`config.mk`:
```
export PLATFORM = sky130hd
export DESIGN_NAME = serial_command_frame_parser_unit
export DESIGN_NICKNAME = d
export VERILOG_FILES = /design/src/hdl/scfp_pkg.sv /design/src/hdl/scfp_kw_match.sv /design/src/hdl/scfp_arg_scan.sv /design/src/hdl/serial_command_frame_parser_unit.sv
export SDC_FILE = /design/constraint.sdc
export NUM_CORES = 1
export LEC_CHECK = 0
export BUFFER_PORTS_ARGS = -buffer_cell sky130_fd_sc_hd__buf_2
export CAP_MARGIN = 20
export CELL_PAD_IN_SITES_DETAIL_PLACEMENT = 2
export CELL_PAD_IN_SITES_GLOBAL_PLACEMENT = 2
export CORE_MARGIN = 1
export CORE_UTILIZATION = 38
export CTS_CLUSTER_SIZE = 40
export DETAILED_ROUTE_END_ITERATION = 7
export PLACE_DENSITY = 0.89
export SYNTH_ARGS = -nofsm -noshare
export SYNTH_HDL_FRONTEND = slang
export SYNTH_SLANG_ARGS = --single-unit
```
`constraint.sdc`:
```
create_clock -name aclk -period 5.55 [get_ports aclk]
set_clock_uncertainty 0.1 [all_clocks]
set_input_delay 1.11 -clock aclk [delete_from_list [all_inputs] [get_ports aclk]]
set_output_delay 1.11 -clock aclk [all_outputs]
set_load 0.03 [all_outputs]
```
`src/hdl/scfp_pkg.sv`:
```
// Shared types, character codes, keyword tables and helper functions
// for the serial command frame parser. No dependencies.
`default_nettype none

package scfp_pkg;

    // command codes carried on the result channel
    localparam logic [2:0] CMD_NONE      = 3'd0;
    localparam logic [2:0] CMD_SET_SPEED = 3'd1;
    localparam logic [2:0] CMD_GET_DATA  = 3'd2;
    localparam logic [2:0] CMD_SET_AUTO  = 3'd3;
    localparam logic [2:0] CMD_TOO_LONG  = 3'd4;

    // character codes
    localparam logic [7:0] CHAR_NUL   = 8'h00;
    localparam logic [7:0] CHAR_TAB   = 8'h09;
    localparam logic [7:0] CHAR_CR    = 8'h0D;
    localparam logic [7:0] CHAR_SPACE = 8'h20;
    localparam logic [7:0] CHAR_BANG  = 8'h21;
    localparam logic [7:0] CHAR_PLUS  = 8'h2B;
    localparam logic [7:0] CHAR_MINUS = 8'h2D;
    localparam logic [7:0] CHAR_ZERO  = 8'h30;
    localparam logic [7:0] CHAR_NINE  = 8'h39;
    localparam logic [7:0] CHAR_SEMI  = 8'h3B;

    // keyword tables, position index saturates at KW_MAX_LEN
    localparam int KW_COUNT   = 3;
    localparam int KW_MAX_LEN = 8;
    localparam int POS_W      = 4;

    localparam logic [7:0] KW_TEXT [KW_COUNT][KW_MAX_LEN] = '{
        '{8'h73, 8'h65, 8'h74, 8'h53, 8'h70, 8'h65, 8'h65, 8'h64},  // setSpeed
        '{8'h67, 8'h65, 8'h74, 8'h44, 8'h61, 8'h74, 8'h61, 8'h00},  // getData
        '{8'h73, 8'h65, 8'h74, 8'h41, 8'h75, 8'h74, 8'h6F, 8'h00}   // setAuto
    };
    localparam logic [POS_W-1:0] KW_LEN [KW_COUNT] = '{4'd8, 4'd7, 4'd7};
    localparam logic [2:0] KW_CODE [KW_COUNT] = '{CMD_SET_SPEED, CMD_GET_DATA, CMD_SET_AUTO};

    // body position where the numeric arguments start
    localparam logic [POS_W-1:0] ARG_START = 4'd8;

    // saturation limits of the magnitude and the signed result
    localparam logic [15:0] MAG_LIMIT = 16'd32768;
    localparam logic [15:0] POS_LIMIT = 16'd32767;

    // argument scanner phases
    typedef enum logic [2:0] {
        PH_M_WS   = 3'd0,
        PH_M_SIGN = 3'd1,
        PH_M_DIG  = 3'd2,
        PH_S_WS   = 3'd3,
        PH_S_SIGN = 3'd4,
        PH_S_DIG  = 3'd5,
        PH_DONE   = 3'd6
    } arg_phase_t;

    // per-byte control from the frame logic to the sub-blocks
    typedef struct packed {
        logic step;
        logic clear;
    } scfp_ctrl_t;

    function automatic logic is_ws(input logic [7:0] c);
        return (c == CHAR_SPACE) || ((c >= CHAR_TAB) && (c <= CHAR_CR));
    endfunction

    function automatic logic is_dig(input logic [7:0] c);
        return (c >= CHAR_ZERO) && (c <= CHAR_NINE);
    endfunction

    function automatic logic is_sign(input logic [7:0] c);
        return (c == CHAR_PLUS) || (c == CHAR_MINUS);
    endfunction

    // mag * 10 + digit, saturated at 32768
    function automatic logic [15:0] acc_digit(input logic [15:0] mag, input logic [7:0] c);
        logic [18:0] v;
        v = {mag, 3'b000} + {2'b00, mag, 1'b0} + {15'd0, 4'(c - CHAR_ZERO)};
        return (v > {3'b000, MAG_LIMIT}) ? MAG_LIMIT : v[15:0];
    endfunction

    // magnitude and sign to clamped 16-bit two's complement
    function automatic logic [15:0] to_signed(input logic [15:0] mag, input logic neg);
        if (neg) begin
            return 16'(16'd0 - mag);
        end
        return (mag > POS_LIMIT) ? POS_LIMIT : mag;
    endfunction

endpackage

`default_nettype wire

```
`src/hdl/scfp_kw_match.sv`:
```
// Keyword matcher: tracks which of the three keywords still match the body
// prefix and picks the command code at frame close. Uses scfp_pkg.
`default_nettype none

module scfp_kw_match (
    input  wire logic                        aclk,
    input  wire logic                        aresetn,
    input  wire scfp_pkg::scfp_ctrl_t        ctrl,
    input  wire logic [7:0]                  rx_byte,
    input  wire logic [scfp_pkg::POS_W-1:0]  pos,
    output logic [2:0]                       kw_code
);

    logic [scfp_pkg::KW_COUNT-1:0] alive_reg;
    logic [scfp_pkg::KW_COUNT-1:0] alive_next;

    // drop keywords whose letter at this position differs
    always_comb begin
        alive_next = alive_reg;
        if (ctrl.clear) begin
            alive_next = '1;
        end else if (ctrl.step) begin
            for (int k = 0; k < scfp_pkg::KW_COUNT; k++) begin
                if ((pos < scfp_pkg::KW_LEN[k]) &&
                    (rx_byte != scfp_pkg::KW_TEXT[k][pos[2:0]])) begin
                    alive_next[k] = 1'b0;
                end
            end
        end
    end

    always_ff @(posedge aclk) begin
        if (!aresetn) begin
            alive_reg <= '1;
        end else begin
            alive_reg <= alive_next;
        end
    end

    // first keyword that is alive and fully seen wins
    always_comb begin
        kw_code = scfp_pkg::CMD_NONE;
        for (int k = scfp_pkg::KW_COUNT - 1; k >= 0; k--) begin
            if (alive_reg[k] && (pos >= scfp_pkg::KW_LEN[k])) begin
                kw_code = scfp_pkg::KW_CODE[k];
            end
        end
    end

endmodule

`default_nettype wire

```
`src/hdl/scfp_arg_scan.sv`:
```
// Argument scanner: reads two signed decimal numbers after the keyword,
// one byte per step, with saturation. Uses scfp_pkg.
`default_nettype none

module scfp_arg_scan (
    input  wire logic                  aclk,
    input  wire logic                  aresetn,
    input  wire scfp_pkg::scfp_ctrl_t  ctrl,
    input  wire logic [7:0]            rx_byte,
    output logic [15:0]                motor_value,
    output logic [15:0]                speed_value
);

    scfp_pkg::arg_phase_t phase_reg, phase_next;
    logic                 neg_reg, neg_next;
    logic [15:0]          motor_reg, motor_next;
    logic [15:0]          speed_reg, speed_next;

    // scanner state update
    always_comb begin
        phase_next = phase_reg;
        neg_next   = neg_reg;
        motor_next = motor_reg;
        speed_next = speed_reg;
        if (ctrl.clear) begin
            phase_next = scfp_pkg::PH_M_WS;
            neg_next   = 1'b0;
            motor_next = '0;
            speed_next = '0;
        end else if (ctrl.step) begin
            if (rx_byte == scfp_pkg::CHAR_NUL) begin
                // zero byte ends the string
                if (phase_reg == scfp_pkg::PH_M_DIG) begin
                    motor_next = scfp_pkg::to_signed(motor_reg, neg_reg);
                end
                if (phase_reg == scfp_pkg::PH_S_DIG) begin
                    speed_next = scfp_pkg::to_signed(speed_reg, neg_reg);
                end
                phase_next = scfp_pkg::PH_DONE;
            end else begin
                unique case (phase_reg)
                    scfp_pkg::PH_M_WS: begin
                        if (scfp_pkg::is_ws(rx_byte)) begin
                            phase_next = phase_reg;
                        end else if (scfp_pkg::is_sign(rx_byte)) begin
                            neg_next   = (rx_byte == scfp_pkg::CHAR_MINUS);
                            phase_next = scfp_pkg::PH_M_SIGN;
                        end else if (scfp_pkg::is_dig(rx_byte)) begin
                            neg_next   = 1'b0;
                            motor_next = scfp_pkg::acc_digit(16'd0, rx_byte);
                            phase_next = scfp_pkg::PH_M_DIG;
                        end else begin
                            phase_next = scfp_pkg::PH_DONE;
                        end
                    end
                    scfp_pkg::PH_M_SIGN: begin
                        if (scfp_pkg::is_dig(rx_byte)) begin
                            motor_next = scfp_pkg::acc_digit(16'd0, rx_byte);
                            phase_next = scfp_pkg::PH_M_DIG;
                        end else begin
                            phase_next = scfp_pkg::PH_DONE;
                        end
                    end
                    scfp_pkg::PH_M_DIG: begin
                        if (scfp_pkg::is_dig(rx_byte)) begin
                            motor_next = scfp_pkg::acc_digit(motor_reg, rx_byte);
                        end else begin
                            motor_next = scfp_pkg::to_signed(motor_reg, neg_reg);
                            if (scfp_pkg::is_ws(rx_byte)) begin
                                phase_next = scfp_pkg::PH_S_WS;
                            end else if (scfp_pkg::is_sign(rx_byte)) begin
                                neg_next   = (rx_byte == scfp_pkg::CHAR_MINUS);
                                phase_next = scfp_pkg::PH_S_SIGN;
                            end else begin
                                phase_next = scfp_pkg::PH_DONE;
                            end
                        end
                    end
                    scfp_pkg::PH_S_WS: begin
                        if (scfp_pkg::is_ws(rx_byte)) begin
                            phase_next = phase_reg;
                        end else if (scfp_pkg::is_sign(rx_byte)) begin
                            neg_next   = (rx_byte == scfp_pkg::CHAR_MINUS);
                            phase_next = scfp_pkg::PH_S_SIGN;
                        end else if (scfp_pkg::is_dig(rx_byte)) begin
                            neg_next   = 1'b0;
                            speed_next = scfp_pkg::acc_digit(16'd0, rx_byte);
                            phase_next = scfp_pkg::PH_S_DIG;
                        end else begin
                            phase_next = scfp_pkg::PH_DONE;
                        end
                    end
                    scfp_pkg::PH_S_SIGN: begin
                        if (scfp_pkg::is_dig(rx_byte)) begin
                            speed_next = scfp_pkg::acc_digit(16'd0, rx_byte);
                            phase_next = scfp_pkg::PH_S_DIG;
                        end else begin
                            phase_next = scfp_pkg::PH_DONE;
                        end
                    end
                    scfp_pkg::PH_S_DIG: begin
                        if (scfp_pkg::is_dig(rx_byte)) begin
                            speed_next = scfp_pkg::acc_digit(speed_reg, rx_byte);
                        end else begin
                            speed_next = scfp_pkg::to_signed(speed_reg, neg_reg);
                            phase_next = scfp_pkg::PH_DONE;
                        end
                    end
                    default: begin
                        phase_next = scfp_pkg::PH_DONE;
                    end
                endcase
            end
        end
    end

    always_ff @(posedge aclk) begin
        if (!aresetn) begin
            phase_reg <= scfp_pkg::PH_M_WS;
            neg_reg   <= 1'b0;
            motor_reg <= '0;
            speed_reg <= '0;
        end else begin
            phase_reg <= phase_next;
            neg_reg   <= neg_next;
            motor_reg <= motor_next;
            speed_reg <= speed_next;
        end
    end

    // a number still in its digits is converted at frame close
    assign motor_value = (phase_reg == scfp_pkg::PH_M_DIG) ?
                         scfp_pkg::to_signed(motor_reg, neg_reg) : motor_reg;
    assign speed_value = (phase_reg == scfp_pkg::PH_S_DIG) ?
                         scfp_pkg::to_signed(speed_reg, neg_reg) : speed_reg;

endmodule

`default_nettype wire

```
`src/hdl/serial_command_frame_parser_unit.sv`:
```
// Flow: an accepted byte is held in the input register and processed from there;
// a frame-closing ';' writes the result register, which drives m_valid.
// Throughput: one byte per cycle, set by the single frame-state update per byte;
// only a frame-closing ';' waits, while an earlier result is still untaken on the output register.
// Reset: synchronous active-low aresetn clears frame state, both valid flags and
// the keyword and argument trackers; no clearing pass.
`default_nettype none

module serial_command_frame_parser_unit #(
    parameter int MAX_BODY = 126
) (
    input  wire logic               aclk,
    input  wire logic               aresetn,
    input  wire logic               s_valid,
    output logic                    s_ready,
    input  wire logic [7:0]         s_rx_byte,
    output logic                    m_valid,
    input  wire logic               m_ready,
    output logic [2:0]              m_command_code,
    output logic signed [15:0]      m_motor_number,
    output logic signed [15:0]      m_motor_speed
);

    localparam int               CNT_W   = $clog2(MAX_BODY + 1);
    localparam logic [CNT_W-1:0] MAX_CNT = CNT_W'(MAX_BODY);

    // input register
    logic       in_valid_reg, in_valid_next;
    logic [7:0] in_byte_reg, in_byte_next;

    // frame state
    logic             in_frame_reg, in_frame_next;
    logic [CNT_W-1:0] body_count_reg, body_count_next;
    logic             overflowed_reg, overflowed_next;

    // result register
    logic        out_valid_reg, out_valid_next;
    logic [2:0]  out_code_reg, out_code_next;
    logic [15:0] out_motor_reg, out_motor_next;
    logic [15:0] out_speed_reg, out_speed_next;

    logic                          is_close;
    logic                          advance;
    logic                          body_step;
    logic [scfp_pkg::POS_W-1:0]    pos;
    logic [2:0]                    kw_code;
    logic [2:0]                    code;
    logic [15:0]                   motor_value;
    logic [15:0]                   speed_value;
    scfp_pkg::scfp_ctrl_t          kw_ctrl;
    scfp_pkg::scfp_ctrl_t          arg_ctrl;

    // handshake and byte classification
    assign is_close  = in_frame_reg && (in_byte_reg == scfp_pkg::CHAR_SEMI);
    assign advance   = in_valid_reg && (!is_close || !out_valid_reg || m_ready);
    assign s_ready   = !in_valid_reg || advance;
    assign body_step = advance && in_frame_reg && !is_close && !overflowed_reg &&
                       (body_count_reg < MAX_CNT);
    assign pos       = (body_count_reg >= CNT_W'(scfp_pkg::ARG_START)) ?
                       scfp_pkg::ARG_START : body_count_reg[scfp_pkg::POS_W-1:0];

    assign kw_ctrl.step   = body_step;
    assign kw_ctrl.clear  = advance && is_close;
    assign arg_ctrl.step  = body_step && (pos == scfp_pkg::ARG_START);
    assign arg_ctrl.clear = advance && is_close;

    scfp_kw_match u_kw_match (
        .aclk    (aclk),
        .aresetn (aresetn),
        .ctrl    (kw_ctrl),
        .rx_byte (in_byte_reg),
        .pos     (pos),
        .kw_code (kw_code)
    );

    scfp_arg_scan u_arg_scan (
        .aclk        (aclk),
        .aresetn     (aresetn),
        .ctrl        (arg_ctrl),
        .rx_byte     (in_byte_reg),
        .motor_value (motor_value),
        .speed_value (speed_value)
    );

    // result selection at frame close
    assign code = overflowed_reg ? scfp_pkg::CMD_TOO_LONG : kw_code;

    // next state of input register, frame state and result register
    always_comb begin
        in_valid_next   = in_valid_reg;
        in_byte_next    = in_byte_reg;
        in_frame_next   = in_frame_reg;
        body_count_next = body_count_reg;
        overflowed_next = overflowed_reg;
        out_valid_next  = out_valid_reg;
        out_code_next   = out_code_reg;
        out_motor_next  = out_motor_reg;
        out_speed_next  = out_speed_reg;

        if (m_ready) begin
            out_valid_next = 1'b0;
        end
        if (advance) begin
            in_valid_next = 1'b0;
        end
        if (s_valid && s_ready) begin
            in_valid_next = 1'b1;
            in_byte_next  = s_rx_byte;
        end

        if (advance) begin
            priority if (!in_frame_reg) begin
                if (in_byte_reg == scfp_pkg::CHAR_BANG) begin
                    in_frame_next = 1'b1;
                end
            end else if (is_close) begin
                out_valid_next  = 1'b1;
                out_code_next   = code;
                out_motor_next  = (code == scfp_pkg::CMD_SET_SPEED) ? motor_value : 16'd0;
                out_speed_next  = (code == scfp_pkg::CMD_SET_SPEED) ? speed_value : 16'd0;
                in_frame_next   = 1'b0;
                body_count_next = '0;
                overflowed_next = 1'b0;
            end else if (overflowed_reg) begin
                overflowed_next = 1'b1;
            end else if (body_count_reg >= MAX_CNT) begin
                overflowed_next = 1'b1;
            end else begin
                body_count_next = body_count_reg + 1'b1;
            end
        end
    end

    // control registers
    always_ff @(posedge aclk) begin
        if (!aresetn) begin
            in_valid_reg   <= 1'b0;
            in_frame_reg   <= 1'b0;
            body_count_reg <= '0;
            overflowed_reg <= 1'b0;
            out_valid_reg  <= 1'b0;
        end else begin
            in_valid_reg   <= in_valid_next;
            in_frame_reg   <= in_frame_next;
            body_count_reg <= body_count_next;
            overflowed_reg <= overflowed_next;
            out_valid_reg  <= out_valid_next;
        end
    end

    // payload registers
    always_ff @(posedge aclk) begin
        in_byte_reg   <= in_byte_next;
        out_code_reg  <= out_code_next;
        out_motor_reg <= out_motor_next;
        out_speed_reg <= out_speed_next;
    end

    assign m_valid        = out_valid_reg;
    assign m_command_code = out_code_reg;
    assign m_motor_number = out_motor_reg;
    assign m_motor_speed  = out_speed_reg;

`ifndef SYNTHESIS
    // overflow only once the body count has reached its limit
    assert property (@(posedge aclk) disable iff (!aresetn)
        overflowed_reg |-> (body_count_reg == MAX_CNT))
        else $error("overflow flag set below body limit");

    // no body state outside a frame
    assert property (@(posedge aclk) disable iff (!aresetn)
        !in_frame_reg |-> ((body_count_reg == '0) && !overflowed_reg))
        else $error("body state left over outside a frame");

    // only set speed carries numbers
    assert property (@(posedge aclk) disable iff (!aresetn)
        (m_valid && (m_command_code != scfp_pkg::CMD_SET_SPEED)) |->
        ((m_motor_number == 16'sd0) && (m_motor_speed == 16'sd0)))
        else $error("numeric fields nonzero for a command without arguments");

    // a frame close reaches the result register on the next edge
    assert property (@(posedge aclk) disable iff (!aresetn)
        (advance && is_close) |=> m_valid)
        else $error("frame close produced no transaction");
`endif

endmodule

`default_nettype wire
```
== Word-level counts from Yosys, hierarchy flattened ==
Memory sizes are Yosys's and may differ from the RTL's.
Index checks and enable logic that the tools add are counted.

* Output and inout port bits: 37
* Bits in read-only memories: 192
* Memories: 3
* Flip-flop bits (word level): 93
* Input port bits: 12
* Logic and storage cells: 213

* Add/sub/neg operators: 8
* Magnitude comparators: 17
* Mux-type cells: 92
* Reduce and logical (&&, ||, !) cells: 44
* Equal/unequal tests: 30
* Bitwise operators: 3

{| class="wikitable"
|+ Memories
! name !! depth !! bits a word !! rd ports !! clocked after Yosys merged registers in !! wr ports !! RTL line !! source
|-
| (no name shown) || 8 || 8 || 1 || 0 || 0 || scfp_kw_match.sv:25 || <nowiki>(rx_byte != scfp_pkg::KW_TEXT[k][pos[2:0]])) begin</nowiki>
|-
| (no name shown) || 8 || 8 || 1 || 0 || 0 || scfp_kw_match.sv:25 ||
|-
| (no name shown) || 8 || 8 || 1 || 0 || 0 || scfp_kw_match.sv:25 ||
|}

{| class="wikitable"
|+ Operators with widths
! kind !! number
|-
| $mux 16 || 27
|-
| $pmux 16 s3 || 2
|-
| $mux 8 || 6
|-
| $eq 8x6->1 const B || 5
|-
| $add 19x17->19 || 2
|-
| $add 19x4->19 || 2
|-
| $gt 19x16->1 const B || 2
|-
| $mux 1 || 36
|-
| $gt 16x15->1 const B || 2
|-
| $sub 1x16->16 const A || 2
|-
| $mux 3 || 10
|-
| $ne 8x8->1 || 3
|-
| $mux 7 || 3
|-
| $ne 3x2->1 const B || 6
|-
| $pmux 3 s6 || 1
|-
| $logic_and 1x1->1 || 17
|-
| $gt 4x16->1 const B || 1
|-
| $reduce_and 5->1 || 3
|-
| $ne 2x2->1 const B || 6
|-
| $mux 2 || 5
|-
| $ge 4x4->1 const B || 2
|-
| $ge 8x4->1 const B || 1
|-
| $ge 8x6->1 const B || 1
|-
| $le 8x4->1 const B || 1
|-
| other kinds (30) || 48
|}

== Longest topological paths before layout ==
* Word-level depth: 17
* Gate-level depth with buffers: 13
* Gate-level depth less buffers: 12

== Modules after synthesis ==
A second synthesis with hierarchy kept.

* Cells, all modules: 1096
* Area total of the unflattened synthesis: 8732.1 µm²

{| class="wikitable"
|+ By module, submodules not included
! module !! area each (µm²) !! times used !! cells each !! seq. area each (µm²)
|-
| scfp_arg_scan || 5765.5 || 1 || 840 || 720.7
|-
| serial_command_frame_parser_unit || 2313.5 || 1 || 172 || 1511.4
|-
| scfp_kw_match || 653.1 || 1 || 84 || 60.1
|}

== Worst setup path before layout ==
OpenSTA, ideal clock, no wires.

* Path type: reg2reg
* From: reg in_byte_reg[3]
* To: reg u_arg_scan.motor_reg[5]
* Period minus slack after synthesis: 3948 ps
* Stages on the path, launching flop included: 14
* Buffers on the path: 1
* Required time: 5380 ps
* Arrival: 3778 ps
* Path slack: 1602 ps
* Setup time: 70 ps
* Cell sequence: edfxtp_1 -> clkbuf_1 -> inv_1 -> fa_1 -> inv_1 -> fa_1 -> a211oi_2 -> nor2_1 -> xnor2_1 -> nand4_1 -> or4_4 -> o41ai_4 -> nand4b_4 -> o2bb2ai_2

* Longest elaborated chain between the ends: 12
* Elaborated cells on any way between the ends: 39
* Those cells by class: 2 x add/sub; 5 x order compare; 7 x eq/ne; 7 x mux; 18 x reduce/logical

{| class="wikitable"
|+ RTL lines
! what !! RTL line !! source
|-
| start, declared || serial_command_frame_parser_unit.sv:29 || <nowiki>logic [7:0] in_byte_reg, in_byte_next;</nowiki>
|-
| start signal, assigned || serial_command_frame_parser_unit.sv:153 || <nowiki>in_byte_reg <= in_byte_next;</nowiki>
|-
| branches (longest 12 deep; another with $add 19x4->19) || - ||
|-
| end signal, assigned || scfp_arg_scan.sv:126 || <nowiki>motor_reg <= motor_next;</nowiki>
|-
| end, declared || scfp_arg_scan.sv:16 || <nowiki>logic [15:0] motor_reg, motor_next;</nowiki>
|}

Several ways; the timed one is not identified. The select of a mux whose other input is x is not followed.
A chain may end at the register's enable or synchronous reset.

== Final worst setup path ==
* From: reg in_byte_reg[3]
* To: reg u_arg_scan.speed_reg[13]

* Longest elaborated chain between the ends: 12
* Elaborated cells on any way between the ends: 39
* Those cells by class: 2 x add/sub; 5 x order compare; 7 x eq/ne; 7 x mux; 18 x reduce/logical

{| class="wikitable"
|+ RTL lines
! what !! RTL line !! source
|-
| branches (longest 12 deep; another with $add 19x4->19) || - ||
|-
| end signal, assigned || scfp_arg_scan.sv:127 || <nowiki>speed_reg <= speed_next;</nowiki>
|-
| end, declared || scfp_arg_scan.sv:17 || <nowiki>logic [15:0] speed_reg, speed_next;</nowiki>
|}

Several ways; the timed one is not identified. The select of a mux whose other input is x is not followed.

==> results.txt <==
The run finished with clean final reports. The min-delay analysis places its worst path in the category reg2reg. The cell area that synthesis handed to floorplanning was 8430 um^2.

The total wire length after detailed routing came out at 32200 um. The post-CTS setup-driven buffer insertion count is 0. Summing over every cut layer, the via total after detailed routing is 8571. Of the post-synthesis cell area, the dominant cell type holds 15.3%. The final layout net count is 1137.

The source-to-sink clock delay at the later pin of the worst-skew pair came out at 0.36 ns. sky130_fd_sc_hd__a21oi_1 is the most common cell in the netlist. The start-to-end type of the worst setup path is reg2reg. The number of buffers inserted for hold repair after clock tree synthesis came out at 0.

The initial DRC count came out at 479. The count of max-cap constraint violations came out at 0. The clock transition at the registers of the reported paths is 0.07 ns.

The final antenna-violating net count came out at 0. The depth of the most critical reg-to-reg path came out at 13. The number of cells on the worst hold path is 1. The number of cells in the design after placement came out at 1318. The routed wire length per instance came out at 24.1 um. The register-to-register setup slack came out at 1.24 ns. The critical path goes through buf_4 > inv_1 > fa_1 > inv_1 > fa_1 > a211oi_2 > o31ai_4 > o211ai_1 > a211oi_1 > or2_2 > nor4b_4 > o2111ai_2 > o41ai_2. The fraction of registers with async set/reset is 0%.

The end of the worst hold path is u_kw_match.alive_reg[0]. The floorplan die width is 151 um. The via count of the first global-routing pass came to 9051. Together, buffers and inverters on the worst path number 3. The remaining global-route overflow came out at 0. The sum of net half-perimeters after detailed placement is 23700 um. Counting the buffers created by CTS gives 9. Subtracting the final worst setup slack from the clock period gives 4.31 ns. The maximum net fanout on the critical path came out at 13. No sink is reached through more buffers than the 2 on the longest clock path. The required time of the worst setup path came out at 5.71 ns. The number of antenna violations at the first check in global routing is 0. Setup violations remaining at the end of the flow were counted as 0. The ratio of total power to cell area came out at 160 nW/um^2. The synthesized net count came out at 1132. The count of non-filler cells in the finished layout is 1334. The count of TritonRoute iterations in the first routing pass is 5. The remaining design rule violation count came out at 0. The worst slew margin relative to its limit came out at 35.1%. The critical path starts at in_byte_reg[3]. The fmax came out at 232 MHz. The cell count after synthesis came out at 1044. The commonest cells after synthesis are sky130_fd_sc_hd__a21oi_1 (115), sky130_fd_sc_hd__nor2_1 (105), sky130_fd_sc_hd__o21ai_0 (85), sky130_fd_sc_hd__nand2_1 (83), sky130_fd_sc_hd__ha_1 (72). Global routing used 28.6% of the available tracks across all layers. The post-cts repair resize count came out at 0. The signed area change from the synthesized netlist to the final layout is 8.55%. The number of buffers added on ports came out at 48. The transition time at the pin with the least slew margin came out at 0.965 ns. The post-route setup TNS is 0 ns. The synthesized design spends more area on one cell type than any other, namely sky130_fd_sc_hd__edfxtp_1.

Setup repair after global routing left no endpoint under its margin. The slowest stage of the critical path belongs to the cell sky130_fd_sc_hd__fa_1. After synthesis the netlist holds a flip-flop and latch count of 93. The synthesized area divided by synthesized cell count came out at 8.07 um^2. The endpoint of the most critical register-to-register path is u_arg_scan.speed_reg[13]. The number of warnings reported in the yosys synthesis log came out at 0.

The maximum number of pins on one net before global-route repair is 36. The first-pass GRT wire length came out at 50300 um. STA classifies the critical path endpoint as a flop.

TritonCTS built the clock tree. The cell sitting at the root of the clock tree is a sky130_fd_sc_hd__clkbuf_16. The number of H-tree levels came out at 3. The global placer's final weighted congestion came out at 0.834. The overall die area came out at 22800 um^2. For this design the top-level I/O count stands at 49. The number of max-slew violations in the final report is 0. The prevailing post-synth register cell is sky130_fd_sc_hd__dfxtp_1. The detail-routed via count per cell is 6.43. The final period utilization is 77.7%. The standard cell core area is 21800 um^2. The reported leakage power came out at 3.72 nW. The vertical die dimension is 151 um. Once the floorplan was initialized, standard cells occupied 38.7% of the core.

The startpoint identified for the worst hold timing path is u_kw_match.alive_reg[0]. The fraction of final layout cells sized beyond drive strength 1 is 11.3%. The floorplan has 54 rows. The worst endpoint data arrival time came out at 4.47 ns. The count of fill cells added during filler insertion came out at 2490.

The kind of cell adding the most delay to the critical path is compound AO/OA/AOI/OAI gates. The number of antenna repair diodes is 0. The number of failing hold endpoints at the final stage came to 0. The sequential-to-total area share from yosys stat is 27.2%.

The synthesized netlist contains 85 unique library cells. IR analysis of the VDD net gives a maximum drop of 148 uV. Counting every sink on the clock net gives 93. The worst setup path is launched from a flop. The startpoint identified for the worst register-to-register timing path is in_byte_reg[3]. The number of enable flip-flop cells after synthesis is 43.

The largest incremental delay on the critical path came out at 0.56 ns. Ranked by total cell area, the synthesized netlist is headed by sky130_fd_sc_hd__edfxtp_1 (15%), sky130_fd_sc_hd__dfxtp_1 (12%), sky130_fd_sc_hd__ha_1 (11%), sky130_fd_sc_hd__a21oi_1 (6.8%), sky130_fd_sc_hd__o21ai_0 (5.0%).
==> cells by family after synthesis <==
logic type / count (synthesis) / synth area share, %
XOR/XNOR: 43 / 4.47
AO/OA/AOI/OAI: 379 / 30.1
multiplexers: 11 / 1.34
buffers and inverters: 88 / 4.05
adder cells (fa/ha/maj): 76 / 11.6
AND/OR/NAND/NOR: 354 / 21.2
flip-flops: 93 / 27.2
==> worst max-delay path by stage <==
stage | end | slack (ns) | cells after the start
after floorplan | u_arg_scan.motor_reg[5] | 1.60 | 13
after global placement | u_arg_scan.speed_reg[13] | 1.53 | 13
after detailed placement | u_arg_scan.speed_reg[13] | 1.32 | 13
after CTS | u_arg_scan.speed_reg[13] | 1.26 | 13
after global routing | u_arg_scan.speed_reg[3] | 1.00 | 13
final | u_arg_scan.speed_reg[13] | 1.24 | 13
==> where the power goes <==
| group | internal [mW] | leakage [nW] | switching [mW] |
|---|---|---|---|
| Sequential | 0.717 | 0.880 | 0.0150 |
| Clock | 0.354 | 0.139 | 0.311 |
| Combinational | 0.0251 | 2.70 | 0.0414 |
| Total | 1.10 | 3.72 | 0.368 |
==> cell type report <==
type                    instances  area, um^2  share of cell area (%)
inverters                      24        90.1                   0.985
repair buffers                 58         315                    3.45
clock buffers                  10         229                    2.50
multi-input cells             863        5800                    63.4
flip-flops and latches         93        2290                    25.1
clock inverters                 6        71.3                   0.780
well taps                     280         350                    3.83
==> stage by stage <==
stage | total power [mW] | util (%) | area, um^2 | setup WS [ns] | hold slack [ns]
after floorplan | 0.784 | - | 8430 | 1.60 | 0.326
after global placement | 0.808 | 40.6 | 8840 | 1.53 | 0.336
after detailed placement | 0.812 | 40.7 | 8850 | 1.32 | 0.348
after CTS | 1.47 | 42.0 | 9150 | 1.26 | 0.366
after global routing | 1.50 | 42.0 | 9150 | 1.00 | 0.393
final | 1.46 | 42.0 | 9150 | 1.24 | 0.359
==> worst register-to-register path: cells and delay by family (launching register included) <==
| family | cells | cell delay, ns |
|---|---|---|
| AO/OA/AOI/OAI | 6 | 1.57 |
| AND/OR/NAND/NOR | 2 | 0.77 |
| adder cells (fa/ha/maj) | 2 | 1.04 |
| flip-flops | 1 | 0.32 |
| buffers and inverters | 3 | 0.43 |
==> metal layers <==
layer  wire length (um)  part of all wire, %  vias up  GRT usage (%)
met4                834                  2.6        0           9.25
met3               1430                  4.4       55           3.77
li1                   -                    -     3940              -
met2              15400                   48      232           47.8
met5                  0                    0        -              0
met1              14500                   45     4344           38.0
==> layout by cell type (no fill, tap or decap), drive strengths merged, types with 8 or more instances in the layout <==
master	netlist	final
ha	72	72
o31ai	12	12
nand2b	11	11
nand2	84	84
a31oi	12	12
mux2i	9	9
nor2	105	105
and3	11	11
a211oi	10	10
inv	24	25
nor4	9	9
clkbuf	48	10
xnor2	24	24
nor3	28	28
o22ai	12	12
o211ai	20	20
a21o	18	18
or3	8	8
buf	16	58
xor2	19	19
dfxtp	50	50
o21ai	93	93
and2	9	9
nand4	16	16
nor2b	12	12
nand3	33	33
edfxtp	43	43
a21oi	118	118
o21a	10	10
Power figures use the tool's default switching activity.
